[config.mk]
export PLATFORM = sky130hd
export DESIGN_NAME = priority_pushout_two_stage_buffer
export DESIGN_NICKNAME = d
export VERILOG_FILES = /design/src/sv/ppb_pkg.sv /design/src/sv/ppb_ram.sv /design/src/sv/ppb_ctrl.sv /design/src/sv/ppb_dp.sv /design/src/sv/priority_pushout_two_stage_buffer.sv
export SDC_FILE = /design/constraint.sdc
export NUM_CORES = 2
export LEC_CHECK = 0
export ABC_AREA = 0
export BUFFER_PORTS_ARGS = -buffer_cell sky130_fd_sc_hd__buf_4
export CAP_MARGIN = 0
export CORE_MARGIN = 8
export CORE_UTILIZATION = 35
export DETAILED_ROUTE_END_ITERATION = 8
export PLACE_DENSITY = 0.53
export SLEW_MARGIN = 40
export SYNTH_ARGS = -nofsm -noshare
export SYNTH_HDL_FRONTEND = slang
export SYNTH_HIERARCHICAL = 1
export SYNTH_SLANG_ARGS = --single-unit
[constraint.sdc]
create_clock -name clk -period 8.85 [get_ports clk]
set_clock_uncertainty 0.2 [all_clocks]
set_input_delay 0.4425 -clock clk [delete_from_list [all_inputs] [get_ports clk]]
set_output_delay 0.4425 -clock clk [all_outputs]
set_load 0.005 [all_outputs]
[src/sv/ppb_pkg.sv]
// ============================================================================
// ppb_pkg: shared definitions for the priority push-out buffer
// Field widths, event and mode codes, and the controller/datapath link types.
// ============================================================================
`default_nettype none

package ppb_pkg;

    localparam int NUM_PRIORITIES_DEF = 3;
    localparam int QUEUE_DEPTH_DEF    = 16;

    localparam int MODE_W  = 2;
    localparam int PRIO_W  = 2;
    localparam int TAG_W   = 16;
    localparam int LEN_W   = 16;
    localparam int EV_W    = 3;
    localparam int MOVED_W = 5;
    localparam int S2B_W   = 21;
    localparam int SIZE_W  = 32;

    localparam logic [MODE_W-1:0] MODE_INSERT   = 2'd0;
    localparam logic [MODE_W-1:0] MODE_FORWARD  = 2'd1;
    localparam logic [MODE_W-1:0] MODE_POP_ANY  = 2'd2;
    localparam logic [MODE_W-1:0] MODE_POP_GIVEN = 2'd3;

    localparam logic [EV_W-1:0] EV_ACCEPTED  = 3'd0;
    localparam logic [EV_W-1:0] EV_DROPPED   = 3'd1;
    localparam logic [EV_W-1:0] EV_POPPED    = 3'd2;
    localparam logic [EV_W-1:0] EV_FORWARDED = 3'd3;
    localparam logic [EV_W-1:0] EV_NOTHING   = 3'd4;
    localparam logic [EV_W-1:0] EV_REJECTED  = 3'd5;

    localparam logic [SIZE_W-1:0] BUFFER_SIZE_RESET = 32'd1048576;

    // Commands from the controller to the datapath.
    typedef struct packed {
        logic load;   // capture the input word
        logic rd;     // read the front entry of the selected class
        logic take;   // remove the read entry and report it
        logic fin;    // finish the word with its closing result
    } ppb_cmd_t;

    // Status from the datapath to the controller.
    typedef struct packed {
        logic [MODE_W-1:0] mode;
        logic              need_drop;
        logic              pick_ok;
        logic              out_free;
    } ppb_stat_t;

endpackage

`default_nettype wire

[src/sv/ppb_ram.sv]
// ============================================================================
// ppb_ram: generic single-port-write RAM with registered read
// One write and one read address per cycle; read data holds without enable.
// ============================================================================
`default_nettype none

module ppb_ram #(
    parameter int WIDTH = 32,
    parameter int DEPTH = 48
) (
    input  wire logic                     clk,
    input  wire logic                     we,
    input  wire logic [$clog2(DEPTH)-1:0] waddr,
    input  wire logic [WIDTH-1:0]         wdata,
    input  wire logic                     re,
    input  wire logic [$clog2(DEPTH)-1:0] raddr,
    output logic      [WIDTH-1:0]         rdata
);

    logic [WIDTH-1:0] mem [DEPTH];

    always_ff @(posedge clk)
    begin
        if (we)
        begin
            mem[waddr] <= wdata;
        end
        if (re)
        begin
            rdata <= mem[raddr];
        end
    end

endmodule

`default_nettype wire

[src/sv/ppb_ctrl.sv]
// ============================================================================
// ppb_ctrl: sequencing controller of the priority push-out buffer
// Steps one word through decision, push-out reads and its closing result.
// ============================================================================
`default_nettype none

module ppb_ctrl (
    input  wire logic              clk,
    input  wire logic              rst_n,
    input  wire logic              in_valid,
    output logic                   in_stall,
    input  wire ppb_pkg::ppb_stat_t stat,
    output ppb_pkg::ppb_cmd_t      cmd
);
    import ppb_pkg::*;

    localparam logic [1:0] S_IDLE   = 2'd0;
    localparam logic [1:0] S_DECIDE = 2'd1;
    localparam logic [1:0] S_READ   = 2'd2;
    localparam logic [1:0] S_FINAL  = 2'd3;

    logic [1:0] state_reg;
    logic [1:0] state_next;

    assign in_stall = (state_reg != S_IDLE);

    always_comb
    begin
        state_next = state_reg;
        cmd        = '0;
        case (state_reg)
            S_IDLE:
            begin
                if (in_valid)
                begin
                    cmd.load   = 1'b1;
                    state_next = S_DECIDE;
                end
            end
            S_DECIDE:
            begin
                // An insert loops here once per push-out drop.
                if (stat.mode == MODE_INSERT)
                begin
                    if (stat.need_drop)
                    begin
                        cmd.rd     = 1'b1;
                        state_next = S_READ;
                    end
                    else
                    begin
                        state_next = S_FINAL;
                    end
                end
                else if (stat.mode == MODE_FORWARD)
                begin
                    state_next = S_FINAL;
                end
                else if (stat.pick_ok)
                begin
                    cmd.rd     = 1'b1;
                    state_next = S_READ;
                end
                else
                begin
                    state_next = S_FINAL;
                end
            end
            S_READ:
            begin
                if (stat.out_free)
                begin
                    cmd.take   = 1'b1;
                    state_next = (stat.mode == MODE_INSERT) ? S_DECIDE : S_IDLE;
                end
            end
            S_FINAL:
            begin
                if (stat.out_free)
                begin
                    cmd.fin    = 1'b1;
                    state_next = S_IDLE;
                end
            end
            default:
            begin
                state_next = S_IDLE;
            end
        endcase
    end

    always_ff @(posedge clk or negedge rst_n)
    begin
        if (!rst_n)
        begin
            state_reg <= S_IDLE;
        end
        else
        begin
            state_reg <= state_next;
        end
    end

    a_read_after_decide: assert property (@(posedge clk) disable iff (!rst_n)
        (state_reg == S_READ) |-> ($past(state_reg) == S_DECIDE || $past(state_reg) == S_READ))
        else $error("read state entered without a decision");

    a_emit_needs_slot: assert property (@(posedge clk) disable iff (!rst_n)
        (cmd.take || cmd.fin) |-> stat.out_free)
        else $error("result issued while the output register is occupied");

    a_one_command: assert property (@(posedge clk) disable iff (!rst_n)
        $onehot0({cmd.load, cmd.rd, cmd.take, cmd.fin}))
        else $error("more than one command in a cycle");

endmodule

`default_nettype wire

[src/sv/ppb_dp.sv]
// ============================================================================
// ppb_dp: datapath of the priority push-out buffer
// Per-class queue counters, descriptor RAM, decision logic and result register.
// ============================================================================
`default_nettype none

module ppb_dp #(
    parameter int NUM_PRIORITIES = ppb_pkg::NUM_PRIORITIES_DEF,
    parameter int QUEUE_DEPTH    = ppb_pkg::QUEUE_DEPTH_DEF
) (
    input  wire logic                          clk,
    input  wire logic                          rst_n,
    input  wire ppb_pkg::ppb_cmd_t             cmd,
    output ppb_pkg::ppb_stat_t                 stat,
    input  wire logic                          cfg_we,
    input  wire logic [ppb_pkg::SIZE_W-1:0]    cfg_wdata,
    input  wire logic [ppb_pkg::MODE_W-1:0]    mode,
    input  wire logic [ppb_pkg::PRIO_W-1:0]    priority_req,
    input  wire logic [ppb_pkg::TAG_W-1:0]     packet_tag,
    input  wire logic [ppb_pkg::LEN_W-1:0]     length_bits,
    output logic                               out_valid,
    input  wire logic                          out_stall,
    output logic      [ppb_pkg::EV_W-1:0]      event_res,
    output logic      [ppb_pkg::TAG_W-1:0]     tag,
    output logic      [ppb_pkg::PRIO_W-1:0]    class_out,
    output logic      [ppb_pkg::LEN_W-1:0]     bits,
    output logic                               was_stage_two,
    output logic      [ppb_pkg::MOVED_W-1:0]   moved_count,
    output logic      [ppb_pkg::S2B_W-1:0]     stage_two_bits,
    output logic                               last
);
    import ppb_pkg::*;

    localparam int CLS_W = (NUM_PRIORITIES > 1) ? $clog2(NUM_PRIORITIES) : 1;
    localparam int PTR_W = (QUEUE_DEPTH > 1) ? $clog2(QUEUE_DEPTH) : 1;
    localparam int CNT_W = $clog2(QUEUE_DEPTH + 1);
    localparam int CB_W  = LEN_W + CNT_W;
    localparam int TOT_W = (CB_W + CLS_W + 2 > SIZE_W + 1) ? CB_W + CLS_W + 2 : SIZE_W + 1;
    localparam int SLOTS = NUM_PRIORITIES * QUEUE_DEPTH;
    localparam int AW    = $clog2(SLOTS);
    localparam int RW    = TAG_W + LEN_W;

    logic [SIZE_W-1:0] size_reg;
    logic [MODE_W-1:0] mode_reg;
    logic [PRIO_W-1:0] pr_reg;
    logic [TAG_W-1:0]  ptag_reg;
    logic [LEN_W-1:0]  plen_reg;
    logic [CLS_W-1:0]  tclass_reg;

    logic [PTR_W-1:0] head_reg  [NUM_PRIORITIES];
    logic [CNT_W-1:0] cnt_reg   [NUM_PRIORITIES];
    logic [CB_W-1:0]  cbits_reg [NUM_PRIORITIES];
    logic [CNT_W-1:0] s2cnt_reg [NUM_PRIORITIES];
    logic [CB_W-1:0]  s2tot_reg [NUM_PRIORITIES];

    logic                out_valid_reg;
    logic [EV_W-1:0]     ev_reg;
    logic [TAG_W-1:0]    tag_reg;
    logic [PRIO_W-1:0]   cls_reg;
    logic [LEN_W-1:0]    bits_reg;
    logic                s2_reg;
    logic [MOVED_W-1:0]  moved_reg;
    logic [S2B_W-1:0]    s2b_reg;
    logic                last_reg;

    // Decision logic.
    logic              pr_ok;
    logic [CLS_W-1:0]  prx;
    logic [TOT_W-1:0]  total;
    logic [TOT_W-1:0]  below;
    logic              victim_found;
    logic [CLS_W-1:0]  victim;
    logic              pick_found;
    logic [CLS_W-1:0]  pick;
    logic              full;
    logic              out_free;

    assign pr_ok = ({{(32-PRIO_W){1'b0}}, pr_reg} < NUM_PRIORITIES);
    assign prx   = CLS_W'(pr_reg);
    assign full  = (cnt_reg[prx] == CNT_W'(QUEUE_DEPTH));

    always_comb
    begin
        total        = '0;
        below        = '0;
        victim_found = 1'b0;
        victim       = '0;
        for (int i = 0; i < NUM_PRIORITIES; i++)
        begin
            total = total + TOT_W'(cbits_reg[i]);
            if (i >= int'(pr_reg))
            begin
                below = below + TOT_W'(cbits_reg[i]);
                if (cnt_reg[i] != '0)
                begin
                    victim_found = 1'b1;
                    victim       = CLS_W'(i);
                end
            end
        end
    end

    always_comb
    begin
        pick_found = 1'b0;
        pick       = '0;
        if (mode_reg == MODE_POP_GIVEN)
        begin
            pick_found = pr_ok && (cnt_reg[prx] != '0);
            pick       = prx;
        end
        else
        begin
            for (int i = 0; i < NUM_PRIORITIES; i++)
            begin
                if (!pick_found && s2cnt_reg[i] != '0)
                begin
                    pick_found = 1'b1;
                    pick       = CLS_W'(i);
                end
            end
            for (int i = 0; i < NUM_PRIORITIES; i++)
            begin
                if (!pick_found && cnt_reg[i] != '0)
                begin
                    pick_found = 1'b1;
                    pick       = CLS_W'(i);
                end
            end
        end
    end

    assign out_free       = !out_valid_reg || !out_stall;
    assign stat.mode      = mode_reg;
    assign stat.need_drop = pr_ok && victim_found
                            && (total + TOT_W'(plen_reg) > TOT_W'(size_reg))
                            && (below >= TOT_W'(plen_reg));
    assign stat.pick_ok   = pick_found;
    assign stat.out_free  = out_free;

    // Descriptor memory: tag in the upper half, length in the lower half.
    logic [AW-1:0]    raddr;
    logic [AW-1:0]    waddr;
    logic [RW-1:0]    rdata;
    logic             ram_we;
    logic [CNT_W:0]   wsum;
    logic [PTR_W-1:0] wptr;
    logic [CLS_W-1:0] rclass;

    assign rclass = (mode_reg == MODE_INSERT) ? victim : pick;
    assign raddr  = AW'(AW'(rclass) * AW'(QUEUE_DEPTH) + AW'(head_reg[rclass]));
    assign wsum   = (CNT_W+1)'(head_reg[prx]) + (CNT_W+1)'(cnt_reg[prx]);
    assign wptr   = (wsum >= (CNT_W+1)'(QUEUE_DEPTH))
                    ? PTR_W'(wsum - (CNT_W+1)'(QUEUE_DEPTH)) : PTR_W'(wsum);
    assign waddr  = AW'(AW'(prx) * AW'(QUEUE_DEPTH) + AW'(wptr));
    assign ram_we = cmd.fin && (mode_reg == MODE_INSERT) && pr_ok && !full;

    ppb_ram #(
        .WIDTH(RW),
        .DEPTH(SLOTS)
    ) u_ram (
        .clk  (clk),
        .we   (ram_we),
        .waddr(waddr),
        .wdata({ptag_reg, plen_reg}),
        .re   (cmd.rd),
        .raddr(raddr),
        .rdata(rdata)
    );

    // Removal of the entry just read.
    logic [LEN_W-1:0] t_len;
    logic             t_was2;
    logic [CB_W-1:0]  t_s2new;
    logic [PTR_W-1:0] t_head;

    assign t_len   = rdata[LEN_W-1:0];
    assign t_was2  = (s2cnt_reg[tclass_reg] != '0);
    assign t_s2new = t_was2 ? s2tot_reg[tclass_reg] - CB_W'(t_len) : s2tot_reg[tclass_reg];
    assign t_head  = (head_reg[tclass_reg] == PTR_W'(QUEUE_DEPTH - 1))
                     ? '0 : head_reg[tclass_reg] + PTR_W'(1);

    always_ff @(posedge clk or negedge rst_n)
    begin
        if (!rst_n)
        begin
            size_reg      <= BUFFER_SIZE_RESET;
            out_valid_reg <= 1'b0;
            for (int i = 0; i < NUM_PRIORITIES; i++)
            begin
                head_reg[i]  <= '0;
                cnt_reg[i]   <= '0;
                cbits_reg[i] <= '0;
                s2cnt_reg[i] <= '0;
                s2tot_reg[i] <= '0;
            end
        end
        else
        begin
            if (cfg_we)
            begin
                size_reg <= cfg_wdata;
            end
            if (cmd.take || cmd.fin)
            begin
                out_valid_reg <= 1'b1;
            end
            else if (!out_stall)
            begin
                out_valid_reg <= 1'b0;
            end
            if (cmd.take)
            begin
                head_reg[tclass_reg]  <= t_head;
                cnt_reg[tclass_reg]   <= cnt_reg[tclass_reg] - CNT_W'(1);
                cbits_reg[tclass_reg] <= cbits_reg[tclass_reg] - CB_W'(t_len);
                s2tot_reg[tclass_reg] <= t_s2new;
                if (t_was2)
                begin
                    s2cnt_reg[tclass_reg] <= s2cnt_reg[tclass_reg] - CNT_W'(1);
                end
            end
            if (cmd.fin && pr_ok)
            begin
                if (mode_reg == MODE_INSERT && !full)
                begin
                    cnt_reg[prx]   <= cnt_reg[prx] + CNT_W'(1);
                    cbits_reg[prx] <= cbits_reg[prx] + CB_W'(plen_reg);
                end
                else if (mode_reg == MODE_FORWARD)
                begin
                    s2cnt_reg[prx] <= cnt_reg[prx];
                    s2tot_reg[prx] <= cbits_reg[prx];
                end
            end
        end
    end

    // Captured word and result payload.
    always_ff @(posedge clk)
    begin
        if (cmd.load)
        begin
            mode_reg <= mode;
            pr_reg   <= priority_req;
            ptag_reg <= packet_tag;
            plen_reg <= length_bits;
        end
        if (cmd.rd)
        begin
            tclass_reg <= rclass;
        end
        if (cmd.take)
        begin
            ev_reg    <= (mode_reg == MODE_INSERT) ? EV_DROPPED : EV_POPPED;
            tag_reg   <= rdata[RW-1:LEN_W];
            cls_reg   <= PRIO_W'(tclass_reg);
            bits_reg  <= t_len;
            s2_reg    <= t_was2;
            moved_reg <= '0;
            s2b_reg   <= S2B_W'(t_s2new);
            last_reg  <= (mode_reg != MODE_INSERT);
        end
        else if (cmd.fin)
        begin
            last_reg <= 1'b1;
            s2_reg   <= 1'b0;
            case (mode_reg)
                MODE_INSERT:
                begin
                    ev_reg    <= (pr_ok && !full) ? EV_ACCEPTED : EV_REJECTED;
                    tag_reg   <= ptag_reg;
                    cls_reg   <= pr_reg;
                    bits_reg  <= plen_reg;
                    moved_reg <= '0;
                    s2b_reg   <= pr_ok ? S2B_W'(s2tot_reg[prx]) : '0;
                end
                MODE_FORWARD:
                begin
                    ev_reg    <= EV_FORWARDED;
                    tag_reg   <= '0;
                    cls_reg   <= pr_reg;
                    bits_reg  <= '0;
                    moved_reg <= pr_ok ? MOVED_W'(cnt_reg[prx] - s2cnt_reg[prx]) : '0;
                    s2b_reg   <= pr_ok ? S2B_W'(cbits_reg[prx]) : '0;
                end
                default:
                begin
                    // Nothing to pop: pop any reports class zero.
                    ev_reg    <= EV_NOTHING;
                    tag_reg   <= '0;
                    bits_reg  <= '0;
                    moved_reg <= '0;
                    if (mode_reg == MODE_POP_GIVEN)
                    begin
                        cls_reg <= pr_reg;
                        s2b_reg <= pr_ok ? S2B_W'(s2tot_reg[prx]) : '0;
                    end
                    else
                    begin
                        cls_reg <= '0;
                        s2b_reg <= S2B_W'(s2tot_reg[0]);
                    end
                end
            endcase
        end
    end

    assign out_valid      = out_valid_reg;
    assign event_res      = ev_reg;
    assign tag            = tag_reg;
    assign class_out      = cls_reg;
    assign bits           = bits_reg;
    assign was_stage_two  = s2_reg;
    assign moved_count    = moved_reg;
    assign stage_two_bits = s2b_reg;
    assign last           = last_reg;

    a_s2cnt_bound: assert property (@(posedge clk) disable iff (!rst_n)
        s2cnt_reg[0] <= cnt_reg[0])
        else $error("stage-two count exceeds queue occupancy");

    a_s2tot_bound: assert property (@(posedge clk) disable iff (!rst_n)
        s2tot_reg[0] <= cbits_reg[0])
        else $error("stage-two bits exceed class bits");

    a_cnt_bound: assert property (@(posedge clk) disable iff (!rst_n)
        cnt_reg[0] <= CNT_W'(QUEUE_DEPTH))
        else $error("queue occupancy beyond depth");

endmodule

`default_nettype wire

[src/sv/priority_pushout_two_stage_buffer.sv]
// From the accepting cycle, an insert with no push-out and a forward step through the
// decision and final states, a pop through the decision and read states (final if
// nothing is found), and each loads its result register at its last step; each push-out
// drop adds a decision, then the registered descriptor read and the drop report.
// Words are handled one at a time; a stalled result register holds the controller.
// Reset (rst_n, asynchronous) empties all queues and sets buffer size to 1048576.
// ============================================================================
// priority_pushout_two_stage_buffer: strict-priority shared packet buffer
// Per-class descriptor FIFOs with push-out drop and a two-stage forward view.
// ============================================================================
`default_nettype none

module priority_pushout_two_stage_buffer #(
    parameter int NUM_PRIORITIES = ppb_pkg::NUM_PRIORITIES_DEF,
    parameter int QUEUE_DEPTH    = ppb_pkg::QUEUE_DEPTH_DEF
) (
    input  wire logic                         clk,
    input  wire logic                         rst_n,
    input  wire logic                         cfg_we,
    input  wire logic [ppb_pkg::SIZE_W-1:0]   cfg_wdata,
    input  wire logic                         in_valid,
    output logic                              in_stall,
    input  wire logic [ppb_pkg::MODE_W-1:0]   mode,
    input  wire logic [ppb_pkg::PRIO_W-1:0]   priority_req,
    input  wire logic [ppb_pkg::TAG_W-1:0]    packet_tag,
    input  wire logic [ppb_pkg::LEN_W-1:0]    length_bits,
    output logic                              out_valid,
    input  wire logic                         out_stall,
    output logic      [ppb_pkg::EV_W-1:0]     event_res,
    output logic      [ppb_pkg::TAG_W-1:0]    tag,
    output logic      [ppb_pkg::PRIO_W-1:0]   class_out,
    output logic      [ppb_pkg::LEN_W-1:0]    bits,
    output logic                              was_stage_two,
    output logic      [ppb_pkg::MOVED_W-1:0]  moved_count,
    output logic      [ppb_pkg::S2B_W-1:0]    stage_two_bits,
    output logic                              last
);
    import ppb_pkg::*;

    // The controller walks each word through its steps; the datapath holds the
    // per-class counters, the descriptor RAM and the output register, which
    // lets the controller accept and decide a new word while the previous
    // result still waits. The new result is loaded once that register frees.
    ppb_cmd_t  cmd;
    ppb_stat_t stat;

    ppb_ctrl u_ctrl (
        .clk     (clk),
        .rst_n   (rst_n),
        .in_valid(in_valid),
        .in_stall(in_stall),
        .stat    (stat),
        .cmd     (cmd)
    );

    ppb_dp #(
        .NUM_PRIORITIES(NUM_PRIORITIES),
        .QUEUE_DEPTH   (QUEUE_DEPTH)
    ) u_dp (
        .clk           (clk),
        .rst_n         (rst_n),
        .cmd           (cmd),
        .stat          (stat),
        .cfg_we        (cfg_we),
        .cfg_wdata     (cfg_wdata),
        .mode          (mode),
        .priority_req  (priority_req),
        .packet_tag    (packet_tag),
        .length_bits   (length_bits),
        .out_valid     (out_valid),
        .out_stall     (out_stall),
        .event_res     (event_res),
        .tag           (tag),
        .class_out     (class_out),
        .bits          (bits),
        .was_stage_two (was_stage_two),
        .moved_count   (moved_count),
        .stage_two_bits(stage_two_bits),
        .last          (last)
    );

endmodule

`default_nettype wire

==> results_dict.tcl <==
set metrics [dict create \
    status "finished clean" \
    initial_core_util_pct 35.1 \
    relSlewSlack_pct 40.4 \
    synthTopCellsByArea "edfxtp_1 (59%), mux2i_1 (7.6%), dfrtp_1 (6.0%), mux4_2 (4.3%), ha_1 (2.5%)" \
    fin_crit_sh_pct 92.8 \
    wl_per_cell_um 28.1 \
    final_area_um2 97500 \
    multi_input_area_um2 27500 \
    row_count 180 \
    drc 0 \
    yosys_warnings 6 \
    first_global_vias 51400 \
    area_growth_pct 15.8 \
    synth_commonest_cells "edfxtp_1 (1666), mux2i_1 (639), nand2_1 (409)" \
    cap_violations 0 \
    port_buffers 139 \
    synth.avg_cell_area_um2 14.9 \
    htree_levels 4 \
    synth_edf_count 1666 \
    critPathSlowestCell "a21oi_4" \
    critPathMaxStageDelay_ps 700 \
    place.gp.congestion 0.866 \
    clkSinkCount 1874 \
    peakVddDrop_mv 0.299 \
    nFillCells 21900 \
    numCtsBuffers 192 \
    period_needed_ps 8210 \
    io_pins 140 \
    grt_usage_pct 19.8 \
    crit_type "reg -> reg" \
    netlist_area_um2 84100 \
    drt_wl_total_um 263000 \
    grt_setup_unrepaired "no" \
    powerDensity_nw_per_um2 349 \
    antenna_found_initial 18 \
    core-area_um2 240000 \
    clkLatencyLatePin_ps 850 \
    max_freq_mhz 122 \
    arrival_ps 8750 \
    drt_iter0_drc 5031 \
    nNetsFinal 6288 \
    viasPerCell 5.57 \
    syn-num-nets 5941 \
    synth-seq-cells 1874 \
    chipHeight_um 506 \
    cp_num_buf_inv 2 \
    vias 52100 \
    total_power_uw 34000 \
    place_area_um2 90300 \
    die_x_um 506 \
    critPathMaxFanout 16 \
    cts_root_buf "clkbuf_16" \
    die_area_um2 256000 \
    worstPathRequired_ps 9390 \
    cts_buffer_depth 3 \
    syn_inst 5655 \
    hp-class "in -> reg" \
    fin_util_pct 40.6 \
    seq_area_frac_synth_pct 65.6 \
    endpoint_kind "register" \
    tns_ps 0 \
    synthArstFlopShare_pct 10.8 \
    drive_gt1_share_pct 14.9 \
    tightestPinTransition_ps 892 \
    dp_hpwl_um 163000 \
    grt_pass1_wl_um 376000 \
    synth_top_area_share_pct 59.5 \
    cts_tree "yes" \
    start_kind "register" \
    grt_overflow 0 \
    synth_top_cell_by_area "edfxtp_1" \
    yosys_most_used_dff "edfxtp_1" \
    finalMaxSlewViolations 0 \
    leakagePower_uw 0.0337 \
    hold_violations 0 \
    path_delay_family "compound AO/OA/AOI/OAI gates" \
    yosysMostFrequentCell "edfxtp_1" \
    grt_max_degree 83 \
    placed_cells 8864 \
    drt_pass1_iterations 7 \
    instances_no_fill 9346 \
    postRouteAntennaNets 0 \
    cts.clk_slew.worst_paths_ps 60 \
    setup-violations-final 0 \
    largest_register_ff_count 1536 \
    synth_cell_type_count 98 \
    regArea_um2 55200 \
]
## metrics by stage
step                      hold slack (ps)  setup WS, ps
after global placement                261           943
after CTS                            24.3           758
after global routing                 65.3           344
final                                 112           636
after floorplan                     -53.1           495
after detailed placement              264           819
## logic make-up (layout without fill, tap and decap cells)
group	Yosys count	after routing	share of synthesized area (%)
AO/OA/AOI/OAI	1200	1200	9.68
XOR/XNOR	111	111	1.16
adder cells (fa/ha/maj)	216	216	3.60
buffers and inverters	423	925	2.42
flip-flops	1874	1874	65.6
multiplexers	816	816	12.1
other	0	4	0
AND/OR/NAND/NOR	1015	1015	5.41
## area by class of cell
type / count / share of cell area, %
flip-flops and latches: 1874 / 56.6
multi-input cells: 3358 / 28.2
clock buffers: 251 / 5.21
repair buffers: 474 / 4.66
well taps: 3185 / 4.09
clock inverters: 98 / 0.779
inverters: 102 / 0.393
diodes: 4 / 0.0103
## timing repair
action / in CTS / in global routing
endpoints found under the hold margin: 152 / 31
hold buffers: 127 / 1
setup buffers: 0 / 0
gates resized for setup: 0 / 0
## power breakdown
| part | leakage (µW) | switching [µW] | internal (µW) |
|---|---|---|---|
| clock | 0.00283 | 3490 | 4200 |
| combinational | 0.0133 | 8890 | 6130 |
| sequential | 0.0176 | 662 | 10700 |
| total | 0.0337 | 13000 | 21000 |
## cells in the final DEF, fill, tap and decap left out, types with 46 or more instances in the layout
master / n
a211oi_1: 48
a21o_1: 46
a21oi_1: 280
a221oi_1: 70
a22o_1: 64
a22oi_1: 163
buf_4: 288
clkbuf_1: 56
clkbuf_16: 194
clkinv_1: 52
dfrtp_1: 202
dlygate4sd3_1: 128
edfxtp_1: 1666
ha_1: 169
inv_1: 102
mux2i_1: 639
mux4_2: 160
nand2_1: 406
nand3_1: 58
nor2_1: 247
nor2_4: 52
o21ai_0: 264
xnor2_1: 62
xor2_1: 49
## final timing paths
path | startpoint | endpoint | slack, ps | cells after the start
max in group asynchronous | rst_n | u_dp/s2tot_reg[51] | 6590 | 5
min reg2reg | u_dp/moved_count[1] | u_dp/moved_count[1] | 270 | 2
min in group asynchronous | rst_n | u_dp/size_reg[23] | 470 | 3
min | length_bits[13] | u_dp/plen_reg[13] | 110 | 2
max reg2reg | u_dp/pr_reg[1] | u_ctrl/state_reg[0] | 640 | 31
max | u_dp/pr_reg[1] | u_ctrl/state_reg[0] | 640 | 31
## metal layers
metal,GRT usage (%),routed length [µm]
met1,26.9,112000
met2,32.7,125000
met3,3.30,16300
met4,6.45,9680
met5,0,30
(Power assumes the default switching activity.)
